## src/rtl/vfa_pkg.sv

```systemverilog
`timescale 1ns / 1ps
// ----------------------------------------------------------------------------
// vfa_pkg
// Shared constants, codes and structs of the video frame assembler.
// ----------------------------------------------------------------------------
package vfa_pkg;

    localparam int SIG_WORDS         = 40;
    localparam int MAX_BLOCKS        = 48;
    localparam int FULL_FRAME_BLOCKS = 40;
    localparam int IDX_W             = $clog2(SIG_WORDS);
    localparam int BC_W              = 6;
    localparam int CAP_W             = 21;
    localparam int SIG_W             = 32;
    localparam int EP_W              = 16;
    localparam int CFG_DATA_W        = 21;
    localparam int S_TDATA_W         = 104;
    localparam int M_TDATA_W         = 48;

    localparam logic [CAP_W-1:0] CAPACITY_RST = 21'h100000;
    localparam logic [3:0]       BASELINE_RST = 4'd3;
    localparam logic [3:0]       STABLE_RST   = 4'd3;
    localparam logic [EP_W-1:0]  EP_CAP_RST   = 16'd600;

    typedef enum logic [1:0] {
        FUNC_BLOCK  = 2'd0,
        FUNC_TARGET = 2'd1,
        FUNC_SAFETY = 2'd2,
        FUNC_TAIL   = 2'd3
    } func_t;

    typedef enum logic [1:0] {
        COMP_FULL    = 2'd0,
        COMP_SHORT   = 2'd1,
        COMP_LONG    = 2'd2,
        COMP_ANOMALY = 2'd3
    } comp_t;

    typedef enum logic [1:0] {
        CFG_CAPACITY = 2'd0,
        CFG_BASELINE = 2'd1,
        CFG_STABLE   = 2'd2,
        CFG_EP_CAP   = 2'd3
    } cfg_idx_t;

    typedef enum logic [2:0] {
        ST_IDLE,
        ST_PRE,
        ST_CMP,
        ST_DECIDE,
        ST_COPY,
        ST_BLOCK,
        ST_DONE
    } state_t;

    typedef struct packed {
        logic [CAP_W-1:0] capacity;
        logic [3:0]       baseline_needed;
        logic [3:0]       stable_needed;
        logic [EP_W-1:0]  ep_cap;
    } cfg_t;

    typedef struct packed {
        logic             start;
        logic             copy;
        logic             to_cand;
        logic             wr_en;
        logic [IDX_W-1:0] wr_addr;
        logic [SIG_W-1:0] wr_data;
    } eng_cmd_t;

    typedef struct packed {
        logic done;
        logic ref_eq;
        logic cand_eq;
    } eng_sts_t;

    typedef struct packed {
        logic            frame_done;
        logic [19:0]     frame_number;
        comp_t           completeness;
        logic            frame_counted;
        logic            resync_seen;
        logic            baseline_ok;
        logic            early_change;
        logic            ep_opened;
        logic            ep_ended;
        logic            ep_settled;
        logic [EP_W-1:0] episode_number;
        logic            store_full;
    } result_t;

endpackage

```

## src/rtl/vfa_sig_engine.sv

```systemverilog
`timescale 1ns / 1ps
// ----------------------------------------------------------------------------
// vfa_sig_engine
// Signature stores and the word-serial compare/copy unit that sweeps them.
// ----------------------------------------------------------------------------
module vfa_sig_engine (
    input  logic              aclk,
    input  logic              aresetn,
    input  vfa_pkg::eng_cmd_t cmd,
    output vfa_pkg::eng_sts_t sts
);

    localparam logic [vfa_pkg::IDX_W-1:0] LAST_IDX =
        vfa_pkg::IDX_W'(vfa_pkg::SIG_WORDS - 1);

    logic [vfa_pkg::SIG_W-1:0] frame_mem [vfa_pkg::SIG_WORDS];
    logic [vfa_pkg::SIG_W-1:0] ref_mem   [vfa_pkg::SIG_WORDS];
    logic [vfa_pkg::SIG_W-1:0] cand_mem  [vfa_pkg::SIG_WORDS];

    logic                      run_reg;
    logic                      st2_vld_reg;
    logic                      done_reg;
    logic [vfa_pkg::IDX_W-1:0] rd_idx_reg;
    logic [vfa_pkg::IDX_W-1:0] st2_idx_reg;
    logic                      copy_reg;
    logic                      to_cand_reg;
    logic                      ref_ne_reg;
    logic                      cand_ne_reg;
    logic [vfa_pkg::SIG_W-1:0] frame_q_reg;
    logic [vfa_pkg::SIG_W-1:0] ref_q_reg;
    logic [vfa_pkg::SIG_W-1:0] cand_q_reg;

    // sweep control
    always_ff @(posedge aclk) begin
        if (!aresetn) begin
            run_reg     <= 1'b0;
            st2_vld_reg <= 1'b0;
            done_reg    <= 1'b0;
        end else begin
            st2_vld_reg <= run_reg;
            done_reg    <= st2_vld_reg && (st2_idx_reg == LAST_IDX);
            if (cmd.start) begin
                run_reg <= 1'b1;
            end else if (run_reg && (rd_idx_reg == LAST_IDX)) begin
                run_reg <= 1'b0;
            end
        end
    end

    // index, mode and compare result
    always_ff @(posedge aclk) begin
        st2_idx_reg <= rd_idx_reg;
        if (cmd.start) begin
            rd_idx_reg  <= '0;
            copy_reg    <= cmd.copy;
            to_cand_reg <= cmd.to_cand;
            ref_ne_reg  <= 1'b0;
            cand_ne_reg <= 1'b0;
        end else begin
            if (run_reg) begin
                rd_idx_reg <= rd_idx_reg + vfa_pkg::IDX_W'(1);
            end
            if (st2_vld_reg && !copy_reg) begin
                ref_ne_reg  <= ref_ne_reg  | (frame_q_reg != ref_q_reg);
                cand_ne_reg <= cand_ne_reg | (frame_q_reg != cand_q_reg);
            end
        end
    end

    // memories: registered reads, one write port each
    always_ff @(posedge aclk) begin
        frame_q_reg <= frame_mem[rd_idx_reg];
        ref_q_reg   <= ref_mem[rd_idx_reg];
        cand_q_reg  <= cand_mem[rd_idx_reg];
        if (cmd.wr_en) begin
            frame_mem[cmd.wr_addr] <= cmd.wr_data;
        end
        if (st2_vld_reg && copy_reg && !to_cand_reg) begin
            ref_mem[st2_idx_reg] <= frame_q_reg;
        end
        if (st2_vld_reg && copy_reg && to_cand_reg) begin
            cand_mem[st2_idx_reg] <= frame_q_reg;
        end
    end

    assign sts.done    = done_reg;
    assign sts.ref_eq  = !ref_ne_reg;
    assign sts.cand_eq = !cand_ne_reg;

endmodule

```

## src/rtl/vfa_ctrl.sv

```systemverilog
`timescale 1ns / 1ps
// ----------------------------------------------------------------------------
// vfa_ctrl
// Sequencer and scalar state: framing, classification, baseline, episodes.
// ----------------------------------------------------------------------------
module vfa_ctrl (
    input  logic                      aclk,
    input  logic                      aresetn,
    input  logic                      in_valid,
    output logic                      in_ready,
    input  logic [1:0]                in_func,
    input  logic                      in_disc,
    input  logic                      in_gbi,
    input  logic [vfa_pkg::SIG_W-1:0] in_sig,
    input  vfa_pkg::cfg_t             cfg,
    input  logic                      out_free,
    output logic                      res_valid,
    output vfa_pkg::result_t          res,
    output vfa_pkg::eng_cmd_t         eng_cmd,
    input  vfa_pkg::eng_sts_t         eng_sts
);

    vfa_pkg::state_t state_reg, state_next;

    // latched item
    vfa_pkg::func_t            func_reg;
    logic                      disc_reg;
    logic                      gbi_reg;
    logic [vfa_pkg::SIG_W-1:0] sig_reg;

    logic                       anchored_reg, anchored_next;
    logic [vfa_pkg::BC_W-1:0]   bc_reg, bc_next;
    logic [vfa_pkg::BC_W-1:0]   dis_reg, dis_next;
    logic                       resync_reg, resync_next;
    logic                       bvalid_reg, bvalid_next;
    logic [3:0]                 bseen_reg, bseen_next;
    logic [vfa_pkg::CAP_W-1:0]  stored_reg, stored_next;
    logic                       full_reg, full_next;
    logic                       active_reg, active_next;
    logic [3:0]                 run_reg, run_next;
    logic [vfa_pkg::EP_W-1:0]   len_reg, len_next;
    logic [vfa_pkg::EP_W-1:0]   total_reg, total_next;
    logic                       tail_reg, tail_next;

    // result flags of the item in flight
    logic                 o_closed_reg, o_closed_next;
    logic [19:0]          o_number_reg, o_number_next;
    vfa_pkg::comp_t       o_comp_reg, o_comp_next;
    logic                 o_counted_reg, o_counted_next;
    logic                 o_resync_reg, o_resync_next;
    logic                 o_early_reg, o_early_next;
    logic                 o_opened_reg, o_opened_next;
    logic                 o_eclosed_reg, o_eclosed_next;
    logic                 o_stable_reg, o_stable_next;
    logic                 touched_reg, touched_next;

    // shared close logic
    logic                     close_go;
    logic                     cl_bnd;
    logic [vfa_pkg::BC_W-1:0] cl_bc;
    logic [vfa_pkg::BC_W-1:0] cl_dis;
    logic                     cl_has_dis;
    logic                     cl_region;
    vfa_pkg::comp_t           cl_comp;
    logic                     cl_clean;
    logic [vfa_pkg::BC_W-1:0] bc_inc;
    logic [vfa_pkg::BC_W-1:0] dis_inc;
    logic [vfa_pkg::EP_W-1:0] len_sat;
    logic [3:0]               run_sat;
    logic [3:0]               bseen_sat;
    logic                     accept;

    assign accept   = in_valid && (state_reg == vfa_pkg::ST_IDLE);
    assign in_ready = (state_reg == vfa_pkg::ST_IDLE);

    assign bc_inc    = bc_reg + vfa_pkg::BC_W'(1);
    assign dis_inc   = (disc_reg && !gbi_reg) ? dis_reg + vfa_pkg::BC_W'(1) : dis_reg;
    assign len_sat   = (len_reg == '1) ? len_reg : len_reg + vfa_pkg::EP_W'(1);
    assign run_sat   = (run_reg == 4'hF) ? run_reg : run_reg + 4'd1;
    assign bseen_sat = (bseen_reg == 4'hF) ? bseen_reg : bseen_reg + 4'd1;

    assign cl_bnd     = (state_reg == vfa_pkg::ST_PRE);
    assign cl_bc      = cl_bnd ? bc_reg : bc_inc;
    assign cl_dis     = cl_bnd ? dis_reg : dis_inc;
    assign cl_has_dis = (cl_dis != '0);

    // classify the interval being closed
    always_comb begin
        cl_region = 1'b1;
        if (cl_bnd && (cl_bc == vfa_pkg::BC_W'(vfa_pkg::FULL_FRAME_BLOCKS))) begin
            cl_comp   = vfa_pkg::COMP_FULL;
            cl_region = 1'b0;
        end else if (cl_bnd && (cl_bc < vfa_pkg::BC_W'(vfa_pkg::FULL_FRAME_BLOCKS))) begin
            cl_comp = cl_has_dis ? vfa_pkg::COMP_ANOMALY : vfa_pkg::COMP_SHORT;
        end else if (cl_bnd) begin
            cl_comp = cl_has_dis ? vfa_pkg::COMP_ANOMALY : vfa_pkg::COMP_LONG;
        end else begin
            cl_comp = vfa_pkg::COMP_LONG;
        end
        cl_clean = (cl_comp == vfa_pkg::COMP_FULL) && !cl_has_dis;
    end

    always_ff @(posedge aclk) begin
        if (!aresetn) begin
            state_reg    <= vfa_pkg::ST_IDLE;
            anchored_reg <= 1'b0;
            bc_reg       <= '0;
            dis_reg      <= '0;
            resync_reg   <= 1'b0;
            bvalid_reg   <= 1'b0;
            bseen_reg    <= '0;
            stored_reg   <= '0;
            full_reg     <= 1'b0;
            active_reg   <= 1'b0;
            run_reg      <= '0;
            len_reg      <= '0;
            total_reg    <= '0;
            tail_reg     <= 1'b0;
        end else begin
            state_reg    <= state_next;
            anchored_reg <= anchored_next;
            bc_reg       <= bc_next;
            dis_reg      <= dis_next;
            resync_reg   <= resync_next;
            bvalid_reg   <= bvalid_next;
            bseen_reg    <= bseen_next;
            stored_reg   <= stored_next;
            full_reg     <= full_next;
            active_reg   <= active_next;
            run_reg      <= run_next;
            len_reg      <= len_next;
            total_reg    <= total_next;
            tail_reg     <= tail_next;
        end
    end

    always_ff @(posedge aclk) begin
        if (accept) begin
            func_reg <= vfa_pkg::func_t'(in_func);
            disc_reg <= in_disc;
            gbi_reg  <= in_gbi;
            sig_reg  <= in_sig;
        end
        o_closed_reg  <= o_closed_next;
        o_number_reg  <= o_number_next;
        o_comp_reg    <= o_comp_next;
        o_counted_reg <= o_counted_next;
        o_resync_reg  <= o_resync_next;
        o_early_reg   <= o_early_next;
        o_opened_reg  <= o_opened_next;
        o_eclosed_reg <= o_eclosed_next;
        o_stable_reg  <= o_stable_next;
        touched_reg   <= touched_next;
    end

    always_comb begin
        state_next     = state_reg;
        anchored_next  = anchored_reg;
        bc_next        = bc_reg;
        dis_next       = dis_reg;
        resync_next    = resync_reg;
        bvalid_next    = bvalid_reg;
        bseen_next     = bseen_reg;
        stored_next    = stored_reg;
        full_next      = full_reg;
        active_next    = active_reg;
        run_next       = run_reg;
        len_next       = len_reg;
        total_next     = total_reg;
        tail_next      = tail_reg;
        o_closed_next  = o_closed_reg;
        o_number_next  = o_number_reg;
        o_comp_next    = o_comp_reg;
        o_counted_next = o_counted_reg;
        o_resync_next  = o_resync_reg;
        o_early_next   = o_early_reg;
        o_opened_next  = o_opened_reg;
        o_eclosed_next = o_eclosed_reg;
        o_stable_next  = o_stable_reg;
        touched_next   = touched_reg;
        close_go       = 1'b0;
        res_valid      = 1'b0;

        eng_cmd.start   = 1'b0;
        eng_cmd.copy    = 1'b0;
        eng_cmd.to_cand = 1'b0;
        eng_cmd.wr_en   = 1'b0;
        eng_cmd.wr_addr = bc_reg[vfa_pkg::IDX_W-1:0];
        eng_cmd.wr_data = sig_reg;

        case (state_reg)
            vfa_pkg::ST_IDLE: begin
                if (accept) begin
                    o_closed_next  = 1'b0;
                    o_number_next  = '0;
                    o_comp_next    = vfa_pkg::COMP_FULL;
                    o_counted_next = 1'b0;
                    o_resync_next  = 1'b0;
                    o_early_next   = 1'b0;
                    o_opened_next  = 1'b0;
                    o_eclosed_next = 1'b0;
                    o_stable_next  = 1'b0;
                    touched_next   = 1'b0;
                    state_next     = vfa_pkg::ST_PRE;
                end
            end
            vfa_pkg::ST_PRE: begin
                state_next = vfa_pkg::ST_DONE;
                case (func_reg)
                    vfa_pkg::FUNC_BLOCK: begin
                        state_next = vfa_pkg::ST_BLOCK;
                        if (disc_reg) begin
                            if (bc_reg != '0) begin
                                if (anchored_reg) begin
                                    close_go = 1'b1;
                                end else begin
                                    bc_next  = '0;
                                    dis_next = '0;
                                end
                            end
                            anchored_next = 1'b1;
                        end
                    end
                    vfa_pkg::FUNC_TARGET: begin
                        if (active_reg) begin
                            tail_next = 1'b1;
                        end
                    end
                    vfa_pkg::FUNC_SAFETY: begin
                        if (active_reg) begin
                            active_next    = 1'b0;
                            run_next       = '0;
                            o_eclosed_next = 1'b1;
                            o_stable_next  = 1'b0;
                            touched_next   = 1'b1;
                        end
                        tail_next = 1'b0;
                    end
                    default: begin
                        tail_next = 1'b0;
                    end
                endcase
            end
            vfa_pkg::ST_CMP: begin
                if (eng_sts.done) begin
                    state_next = vfa_pkg::ST_DECIDE;
                end
            end
            vfa_pkg::ST_DECIDE: begin
                state_next = vfa_pkg::ST_BLOCK;
                if (!bvalid_reg) begin
                    // learn the baseline
                    if (bseen_reg == '0) begin
                        eng_cmd.start = 1'b1;
                        eng_cmd.copy  = 1'b1;
                        bseen_next    = 4'd1;
                        state_next    = vfa_pkg::ST_COPY;
                    end else if (eng_sts.ref_eq) begin
                        bseen_next = bseen_sat;
                        if (bseen_sat >= cfg.baseline_needed) begin
                            bvalid_next = 1'b1;
                        end
                    end else begin
                        o_early_next  = 1'b1;
                        eng_cmd.start = 1'b1;
                        eng_cmd.copy  = 1'b1;
                        bseen_next    = 4'd1;
                        state_next    = vfa_pkg::ST_COPY;
                    end
                end else if (!active_reg) begin
                    if (!eng_sts.ref_eq && !tail_reg) begin
                        total_next      = (total_reg == '1) ? total_reg
                                                            : total_reg + vfa_pkg::EP_W'(1);
                        active_next     = 1'b1;
                        len_next        = vfa_pkg::EP_W'(1);
                        run_next        = 4'd1;
                        o_opened_next   = 1'b1;
                        eng_cmd.start   = 1'b1;
                        eng_cmd.copy    = 1'b1;
                        eng_cmd.to_cand = 1'b1;
                        state_next      = vfa_pkg::ST_COPY;
                    end
                end else begin
                    len_next = len_sat;
                    if (eng_sts.cand_eq && (run_sat >= cfg.stable_needed)) begin
                        // stable: candidate equals this frame, so copy the frame
                        active_next    = 1'b0;
                        run_next       = '0;
                        o_eclosed_next = 1'b1;
                        o_stable_next  = 1'b1;
                        touched_next   = 1'b1;
                        eng_cmd.start  = 1'b1;
                        eng_cmd.copy   = 1'b1;
                        state_next     = vfa_pkg::ST_COPY;
                    end else begin
                        if (eng_sts.cand_eq) begin
                            run_next = run_sat;
                        end else begin
                            run_next        = 4'd1;
                            eng_cmd.start   = 1'b1;
                            eng_cmd.copy    = 1'b1;
                            eng_cmd.to_cand = 1'b1;
                            state_next      = vfa_pkg::ST_COPY;
                        end
                        if (len_sat >= cfg.ep_cap) begin
                            active_next    = 1'b0;
                            run_next       = '0;
                            o_eclosed_next = 1'b1;
                            o_stable_next  = 1'b0;
                            touched_next   = 1'b1;
                        end
                    end
                end
            end
            vfa_pkg::ST_COPY: begin
                if (eng_sts.done) begin
                    state_next = vfa_pkg::ST_BLOCK;
                end
            end
            vfa_pkg::ST_BLOCK: begin
                eng_cmd.wr_en = (bc_reg < vfa_pkg::BC_W'(vfa_pkg::SIG_WORDS));
                bc_next       = bc_inc;
                dis_next      = dis_inc;
                state_next    = vfa_pkg::ST_DONE;
                if (bc_inc >= vfa_pkg::BC_W'(vfa_pkg::MAX_BLOCKS)) begin
                    anchored_next = 1'b0;
                    if (anchored_reg) begin
                        close_go = 1'b1;
                    end else begin
                        bc_next  = '0;
                        dis_next = '0;
                    end
                end
            end
            vfa_pkg::ST_DONE: begin
                res_valid = 1'b1;
                if (out_free) begin
                    state_next = vfa_pkg::ST_IDLE;
                end
            end
            default: begin
                state_next = vfa_pkg::ST_IDLE;
            end
        endcase

        // close the interval in progress
        if (close_go) begin
            if (cl_region) begin
                resync_next   = 1'b1;
                o_resync_next = 1'b1;
            end else if (resync_reg && cl_clean) begin
                resync_next = 1'b0;
            end
            if (stored_reg >= cfg.capacity) begin
                full_next = 1'b1;
            end else begin
                o_closed_next = 1'b1;
                o_number_next = stored_reg[19:0];
                o_comp_next   = cl_comp;
                stored_next   = stored_reg + vfa_pkg::CAP_W'(1);
                if (cl_clean && !resync_reg) begin
                    o_counted_next = bvalid_reg && !full_reg;
                    eng_cmd.start  = 1'b1;
                    state_next     = vfa_pkg::ST_CMP;
                end else if (active_reg) begin
                    len_next = len_sat;
                    if (len_sat >= cfg.ep_cap) begin
                        active_next    = 1'b0;
                        run_next       = '0;
                        o_eclosed_next = 1'b1;
                        o_stable_next  = 1'b0;
                        touched_next   = 1'b1;
                    end
                end
            end
            bc_next  = '0;
            dis_next = '0;
        end
    end

    always_comb begin
        res.frame_done     = o_closed_reg;
        res.frame_number   = o_number_reg;
        res.completeness   = o_comp_reg;
        res.frame_counted  = o_counted_reg;
        res.resync_seen    = o_resync_reg;
        res.baseline_ok    = bvalid_reg;
        res.early_change   = o_early_reg;
        res.ep_opened      = o_opened_reg;
        res.ep_ended       = o_eclosed_reg;
        res.ep_settled     = o_stable_reg;
        res.episode_number = (active_reg || touched_reg) ? total_reg : '0;
        res.store_full     = full_reg;
    end

endmodule

```

## src/rtl/video_frame_assembler_change_tracker.sv

```systemverilog
`timescale 1ns / 1ps
// ----------------------------------------------------------------------------
// video_frame_assembler_change_tracker
// Frame assembly, classification and signature change tracking of video blocks.
// ----------------------------------------------------------------------------
// Usage:
//   s_ channel: one word per video block or command. s_tuser carries the
//   function code; s_tdata carries the boundary flags, timestamp and signature.
//   m_ channel: exactly one result word per input word, in order.
//   cfg_ port: write frame_capacity, baseline_needed, stable_needed and
//   episode_frame_cap only while the block is idle.
// Processing:
//   Commands and blocks that close no clean frame pass without a sweep.
//   Closing a clean frame outside resync runs the signature unit over all
//   40 words in a compare sweep, which a copy sweep into a store may
//   follow. The single word-wide compare/copy unit and its one read port
//   per store set the pace. One word is worked on at a time; s_tready is
//   low while it is in flight and rises as the result is loaded into the
//   output register, so the next word waits for the last one's result.
// Reset:
//   aresetn low clears framing, baseline and episode state and loads the
//   register defaults. Signature stores are not cleared.
// Stall:
//   The result is held in an output register; the next word may be accepted
//   while it waits, and the sequencer holds its own result until taken.
// ----------------------------------------------------------------------------
module video_frame_assembler_change_tracker (
    input  logic                                aclk,
    input  logic                                aresetn,
    // disc_flag[0], gbi_flag[1], timestamp[65:2], block_sig[97:66], zero pad
    input  logic [vfa_pkg::S_TDATA_W-1:0]       s_tdata,
    // func[1:0]
    input  logic [1:0]                          s_tuser,
    input  logic                                s_tvalid,
    output logic                                s_tready,
    // frame_done[0], frame_number[20:1], completeness[22:21],
    // frame_counted[23], resync_seen[24], baseline_ok[25], early_change[26],
    // ep_opened[27], ep_ended[28], ep_settled[29],
    // episode_number[45:30], store_full[46], zero pad
    output logic [vfa_pkg::M_TDATA_W-1:0]       m_tdata,
    output logic                                m_tvalid,
    input  logic                                m_tready,
    input  logic                                cfg_we,
    input  logic [1:0]                          cfg_index,
    input  logic [vfa_pkg::CFG_DATA_W-1:0]      cfg_wdata
);

    vfa_pkg::cfg_t     cfg_reg;
    vfa_pkg::eng_cmd_t eng_cmd;
    vfa_pkg::eng_sts_t eng_sts;
    vfa_pkg::result_t  res;
    logic              res_valid;
    logic              out_free;
    logic              m_tvalid_reg;
    logic [vfa_pkg::M_TDATA_W-1:0] m_tdata_reg;

    // configuration registers
    always_ff @(posedge aclk) begin
        if (!aresetn) begin
            cfg_reg.capacity        <= vfa_pkg::CAPACITY_RST;
            cfg_reg.baseline_needed <= vfa_pkg::BASELINE_RST;
            cfg_reg.stable_needed   <= vfa_pkg::STABLE_RST;
            cfg_reg.ep_cap          <= vfa_pkg::EP_CAP_RST;
        end else if (cfg_we) begin
            case (vfa_pkg::cfg_idx_t'(cfg_index))
                vfa_pkg::CFG_CAPACITY: cfg_reg.capacity        <= cfg_wdata;
                vfa_pkg::CFG_BASELINE: cfg_reg.baseline_needed <= cfg_wdata[3:0];
                vfa_pkg::CFG_STABLE:   cfg_reg.stable_needed   <= cfg_wdata[3:0];
                vfa_pkg::CFG_EP_CAP:   cfg_reg.ep_cap          <= cfg_wdata[15:0];
                default: ;
            endcase
        end
    end

    vfa_ctrl u_ctrl (
        .aclk      (aclk),
        .aresetn   (aresetn),
        .in_valid  (s_tvalid),
        .in_ready  (s_tready),
        .in_func   (s_tuser),
        .in_disc   (s_tdata[0]),
        .in_gbi    (s_tdata[1]),
        .in_sig    (s_tdata[97:66]),
        .cfg       (cfg_reg),
        .out_free  (out_free),
        .res_valid (res_valid),
        .res       (res),
        .eng_cmd   (eng_cmd),
        .eng_sts   (eng_sts)
    );

    vfa_sig_engine u_engine (
        .aclk    (aclk),
        .aresetn (aresetn),
        .cmd     (eng_cmd),
        .sts     (eng_sts)
    );

    // output register: load when empty or being drained
    assign out_free = !m_tvalid_reg || m_tready;

    always_ff @(posedge aclk) begin
        if (!aresetn) begin
            m_tvalid_reg <= 1'b0;
        end else if (out_free) begin
            m_tvalid_reg <= res_valid;
        end
    end

    always_ff @(posedge aclk) begin
        if (out_free && res_valid) begin
            m_tdata_reg <= {1'b0, res.store_full, res.episode_number,
                            res.ep_settled, res.ep_ended, res.ep_opened,
                            res.early_change, res.baseline_ok, res.resync_seen,
                            res.frame_counted, res.completeness, res.frame_number,
                            res.frame_done};
        end
    end

    assign m_tvalid = m_tvalid_reg;
    assign m_tdata  = m_tdata_reg;

endmodule

```

## config.mk

```make
export PLATFORM = sky130hd
export DESIGN_NAME = video_frame_assembler_change_tracker
export DESIGN_NICKNAME = d
export VERILOG_FILES = /design/src/rtl/vfa_pkg.sv /design/src/rtl/vfa_sig_engine.sv /design/src/rtl/vfa_ctrl.sv /design/src/rtl/video_frame_assembler_change_tracker.sv
export SDC_FILE = /design/constraint.sdc
export NUM_CORES = 2
export LEC_CHECK = 0
export BUFFER_PORTS_ARGS = -buffer_cell sky130_fd_sc_hd__buf_2
export CAP_MARGIN = 10
export CORE_MARGIN = 2
export CORE_UTILIZATION = 25
export CTS_BUF_LIST = sky130_fd_sc_hd__clkbuf_2 sky130_fd_sc_hd__clkbuf_4 sky130_fd_sc_hd__clkbuf_8
export CTS_CLUSTER_DIAMETER = 60
export DETAILED_ROUTE_END_ITERATION = 10
export PLACE_DENSITY_LB_ADDON = 0.08
export SYNTH_ARGS = -nofsm -noshare
export SYNTH_HDL_FRONTEND = slang
export SYNTH_SLANG_ARGS = --single-unit
```

## constraint.sdc

```tcl
create_clock -name aclk -period 7.85 [get_ports aclk]
set_input_delay 1.1775 -clock aclk [delete_from_list [all_inputs] [get_ports aclk]]
set_output_delay 1.1775 -clock aclk [all_outputs]
set_load 0.05 [all_outputs]
```

==> qor.yml <==
floorplan:
  io_pins: 184
  die-area_um2: 648000
  fp-row-count: 294
  die_x_um: 805
  initial_utilization_pct: 25.0
  coreArea_um2: 640000
  die_y_um: 805
clock_tree:
  clkTransAtPathRegs_ns: 0.06
  cts_tree: "yes"
  clock_sinks: 4196
  cts_max_level: 6
  cts_buffer_depth: 4
  holdBufCountCts: 51
  postCtsSetupBuffers: 0
  cts-root-buf: "clkbuf_8"
  post_cts_resized: 0
  numCtsBuffers: 760
  clk_latency_ns: 1.29
timing:
  worstMarginPinSlew_ns: 1.27
  min_period_over_period_pct: 54.8
  fmax_mhz: 233
  max-slew-margin-rel_pct: 15.2
  maxSlewViolCount: 0
  fin_crit_ns: 4.30
  tns_ns: 0
  rsz0062_at_grt: "false"
  setup_violations: 0
  hold_violations: 0
  skew_ns: 0.0913
global_routing:
  grt_pass1_wl_um: 683000
  grt-ovfl-total: 0
  antenna_found_initial: 40
  first_global_vias: 84110
  grt.total_usage_pct: 15.0
  grt_max_degree: 120
critical_path:
  slowest_delay_ns: 0.82
  cp_slowest_cell: "o41ai_1"
  crit_family: "simple AND/OR/NAND/NOR gates"
  crit_fanout: 9
  cp.arrival_ns: 5.40
  rr_endpoint: "u_ctrl.run_reg[2]"
  r2r_cells: 14
  startpoint_type: "register"
  r2r_slack_ns: 3.55
  crit_type: "reg2reg"
  r2r-start: "u_ctrl.len_reg[3]"
  critPathMostFrequentCell: "and4_1"
  path_cells: "and4_1 -> and4_1 -> nand4_2 -> and2_1 -> and3_1 -> xor2_1 -> ha_1 -> and4_1 -> o21ai_0 -> o21ai_0 -> a211oi_1 -> buf_4 -> o41ai_1 -> nor2_1"
  worstSetupEndpointType: "register"
  crit_buf_inv: 1
  cp_data_required_time_ns: 8.96
yosys:
  yosys_warnings: 0
  syn_inst: 7232
  ys_seq_area_share_pct: 76.9
  syn-cell-area_um2: 160000
  synth_nets: 7421
  syn_avg_cell_area_um2: 22.2
  ys_ff_latch: 4196
  synthArstFlopShare_pct: 0
  synth.distinct_cells: 79
  synth_top_flop_cell: "edfxtp_1"
  synth_edf_count: 3927
routing:
  vias_per_cell: 4.53
  drcViolationCount: 0
  drtIter0Drc: 6245
  drtPass1Iterations: 5
  ant_nets: 1
  num_vias: 77670
  wl_per_cell_um: 29.0
  drt-total-wl_um: 497000
min_path:
  hold_end: "cfg_reg[25]"
  hold_path.class: "in2reg"
  hold_start: "cfg_wdata[1]"
  hold_depth: 3
layout:
  reg_top3: "u_engine.cand_mem (1280), u_engine.frame_mem (1280), u_engine.ref_mem (1280)"
  drive_gt1_share_pct: 34.1
  final_util_pct: 29.5
  syn_to_final_growth_pct: 18.0
  finalNetCount: 8270
  num-fill-cells: 62556
place:
  dpl.hpwl_um: 262000
  io_buffers: 112
  gp_congestion: 0.718
pwr:
  p_leak_uw: 0.0571
  ir_drop_mv: 0.219
  p_per_area_nw_per_um2: 322
status:
  status: "finished, violations left"
  failed_checks: "antenna violations"
job:
  cap_viol_max_count: 0
-- stage by stage --
stage	total power (uW)	hold slack, ns	setup slack [ns]	instance area [um2]	std cells
final	60900	0.219	3.55	189000	17155
after global routing	63800	0.131	3.11	189000	17140
after CTS	62300	0.0144	3.50	189000	17130
after detailed placement	41100	0.423	3.50	173000	15700
after global placement	40900	0.417	2.87	173000	15699
after floorplan	35900	0.329	3.95	160000	7232
-- logic make-up (layout without fill, tap and decap cells) --
group           count (synthesis)  in the layout  share of synthesized area (%)
xor+xnor                      103            103                          0.563
simple gates                  739            739                           2.26
compound gates                433            433                           1.71
flops                        4196           4196                           76.9
fa+ha+maj                      55             55                          0.429
mux                          1266           1266                           16.9
buf+inv                       439           1905                           1.21
other cells                     1             22                        0.00234
-- routing by layer --
layer | up-vias | GRT usage [%] | routed length [um]
met5 | - | 0 | 60
met4 | 12 | 3.60 | 10300
met3 | 761 | 2.64 | 23400
met2 | 1957 | 25.0 | 240000
met1 | 42754 | 20.5 | 223000
li1 | 32186 | - | -
-- cell usage after synthesis (4+ instances only) --
| cell type | n | area, um2 |
|---|---|---|
| dfxtp_1 | 269 | 5390 |
| buf_4 | 8 | 60.1 |
| nor3_1 | 14 | 70.1 |
| mux2i_1 | 110 | 1100 |
| nand2_1 | 192 | 721 |
| clkbuf_1 | 192 | 721 |
| mux2_2 | 4 | 45.0 |
| ha_1 | 55 | 688 |
| xnor2_1 | 82 | 718 |
| or2_2 | 4 | 25.0 |
| o31ai_1 | 7 | 52.6 |
| a32oi_1 | 4 | 35.0 |
| a22o_1 | 6 | 52.6 |
| and2_1 | 14 | 87.6 |
| a31oi_1 | 18 | 113 |
| inv_1 | 67 | 251 |
| edfxtp_1 | 3927 | 118000 |
| or4_1 | 6 | 45.0 |
| nand2b_1 | 15 | 93.8 |
| nand3_1 | 44 | 220 |
| mux4_2 | 1152 | 25900 |
| buf_6 | 15 | 169 |
| or3_1 | 7 | 43.8 |
| buf_2 | 114 | 571 |
| nand4_1 | 29 | 181 |
| nor3b_1 | 11 | 82.6 |
| nor2b_1 | 126 | 788 |
| nand3b_1 | 8 | 60.1 |
| a22oi_1 | 4 | 30.0 |
| and3_1 | 17 | 106 |
| a21o_1 | 8 | 60.1 |
| buf_1 | 43 | 161 |
| a21oi_1 | 177 | 886 |
| o21a_1 | 5 | 37.5 |
| and4_1 | 7 | 61.3 |
| o211ai_1 | 10 | 75.1 |
| nor4_1 | 7 | 43.8 |
| xor2_1 | 21 | 184 |
| nor2_1 | 221 | 830 |
| o21ai_0 | 58 | 290 |
| a211oi_1 | 101 | 758 |
-- layout make-up --
cell class,count,area (um2),area share [%]
clock buffer,1106,13300,7.03
tap,8436,10600,5.58
sequential,4196,123000,65.3
clock inverter,273,1840,0.975
antenna,21,52.6,0.0278
inverter,67,251,0.133
multi-input combinational,2597,36000,19.0
timing repair buffer,459,3700,1.96
-- worst register-to-register path, stage by stage, from the launching register on --
cell and delay (ns):
dfxtp_1 0.44, and4_1 0.30, and4_1 0.35, nand4_2 0.30, and2_1 0.33, and3_1 0.20, xor2_1 0.15, ha_1 0.30
and4_1 0.19, o21ai_0 0.11, o21ai_0 0.20, a211oi_1 0.11, buf_4 0.19, o41ai_1 0.82, nor2_1 0.14
-- cell usage in the layout (no fill, tap or decap), types with 55 or more instances in the layout --
cell	n
clkinv_1	157
clkbuf_8	798
inv_1	65
dfxtp_1	231
nor2_1	102
nor2_4	119
mux4_2	1152
buf_2	112
buf_4	266
clkbuf_4	308
ha_1	55
nor2b_1	125
edfxtp_1	3927
nand2_1	192
xnor2_1	82
o21ai_0	58
mux2i_1	110
a21oi_1	177
a211oi_1	101
-- power breakdown --
group | switching [uW] | total (uW) | leakage (uW) | internal (uW)
Sequential | 1150 | 27800 | 0.0375 | 26700
Clock | 9430 | 20700 | 0.00804 | 11300
Combinational | 6950 | 12300 | 0.0115 | 5370
Total | 17500 | 60900 | 0.0571 | 43400
-- how the worst max path moves through the flow --
stage	slack, ns	to	startpoint	depth (start not counted)
floorplan	3.95	m_tdata[0]	m_tready	2
global placement	2.87	u_ctrl.run_reg[1]	u_ctrl.len_reg[3]	14
detailed placement	3.50	u_engine.cand_q_reg[12]	u_engine.rd_idx_reg[0]	7
CTS	3.50	u_engine.cand_q_reg[12]	u_engine.rd_idx_reg[0]	7
global route	3.11	u_ctrl.run_reg[2]	u_ctrl.len_reg[3]	14
finish	3.55	u_ctrl.run_reg[2]	u_ctrl.len_reg[3]	14
Note: power is estimated with default switching activity, not from simulation.
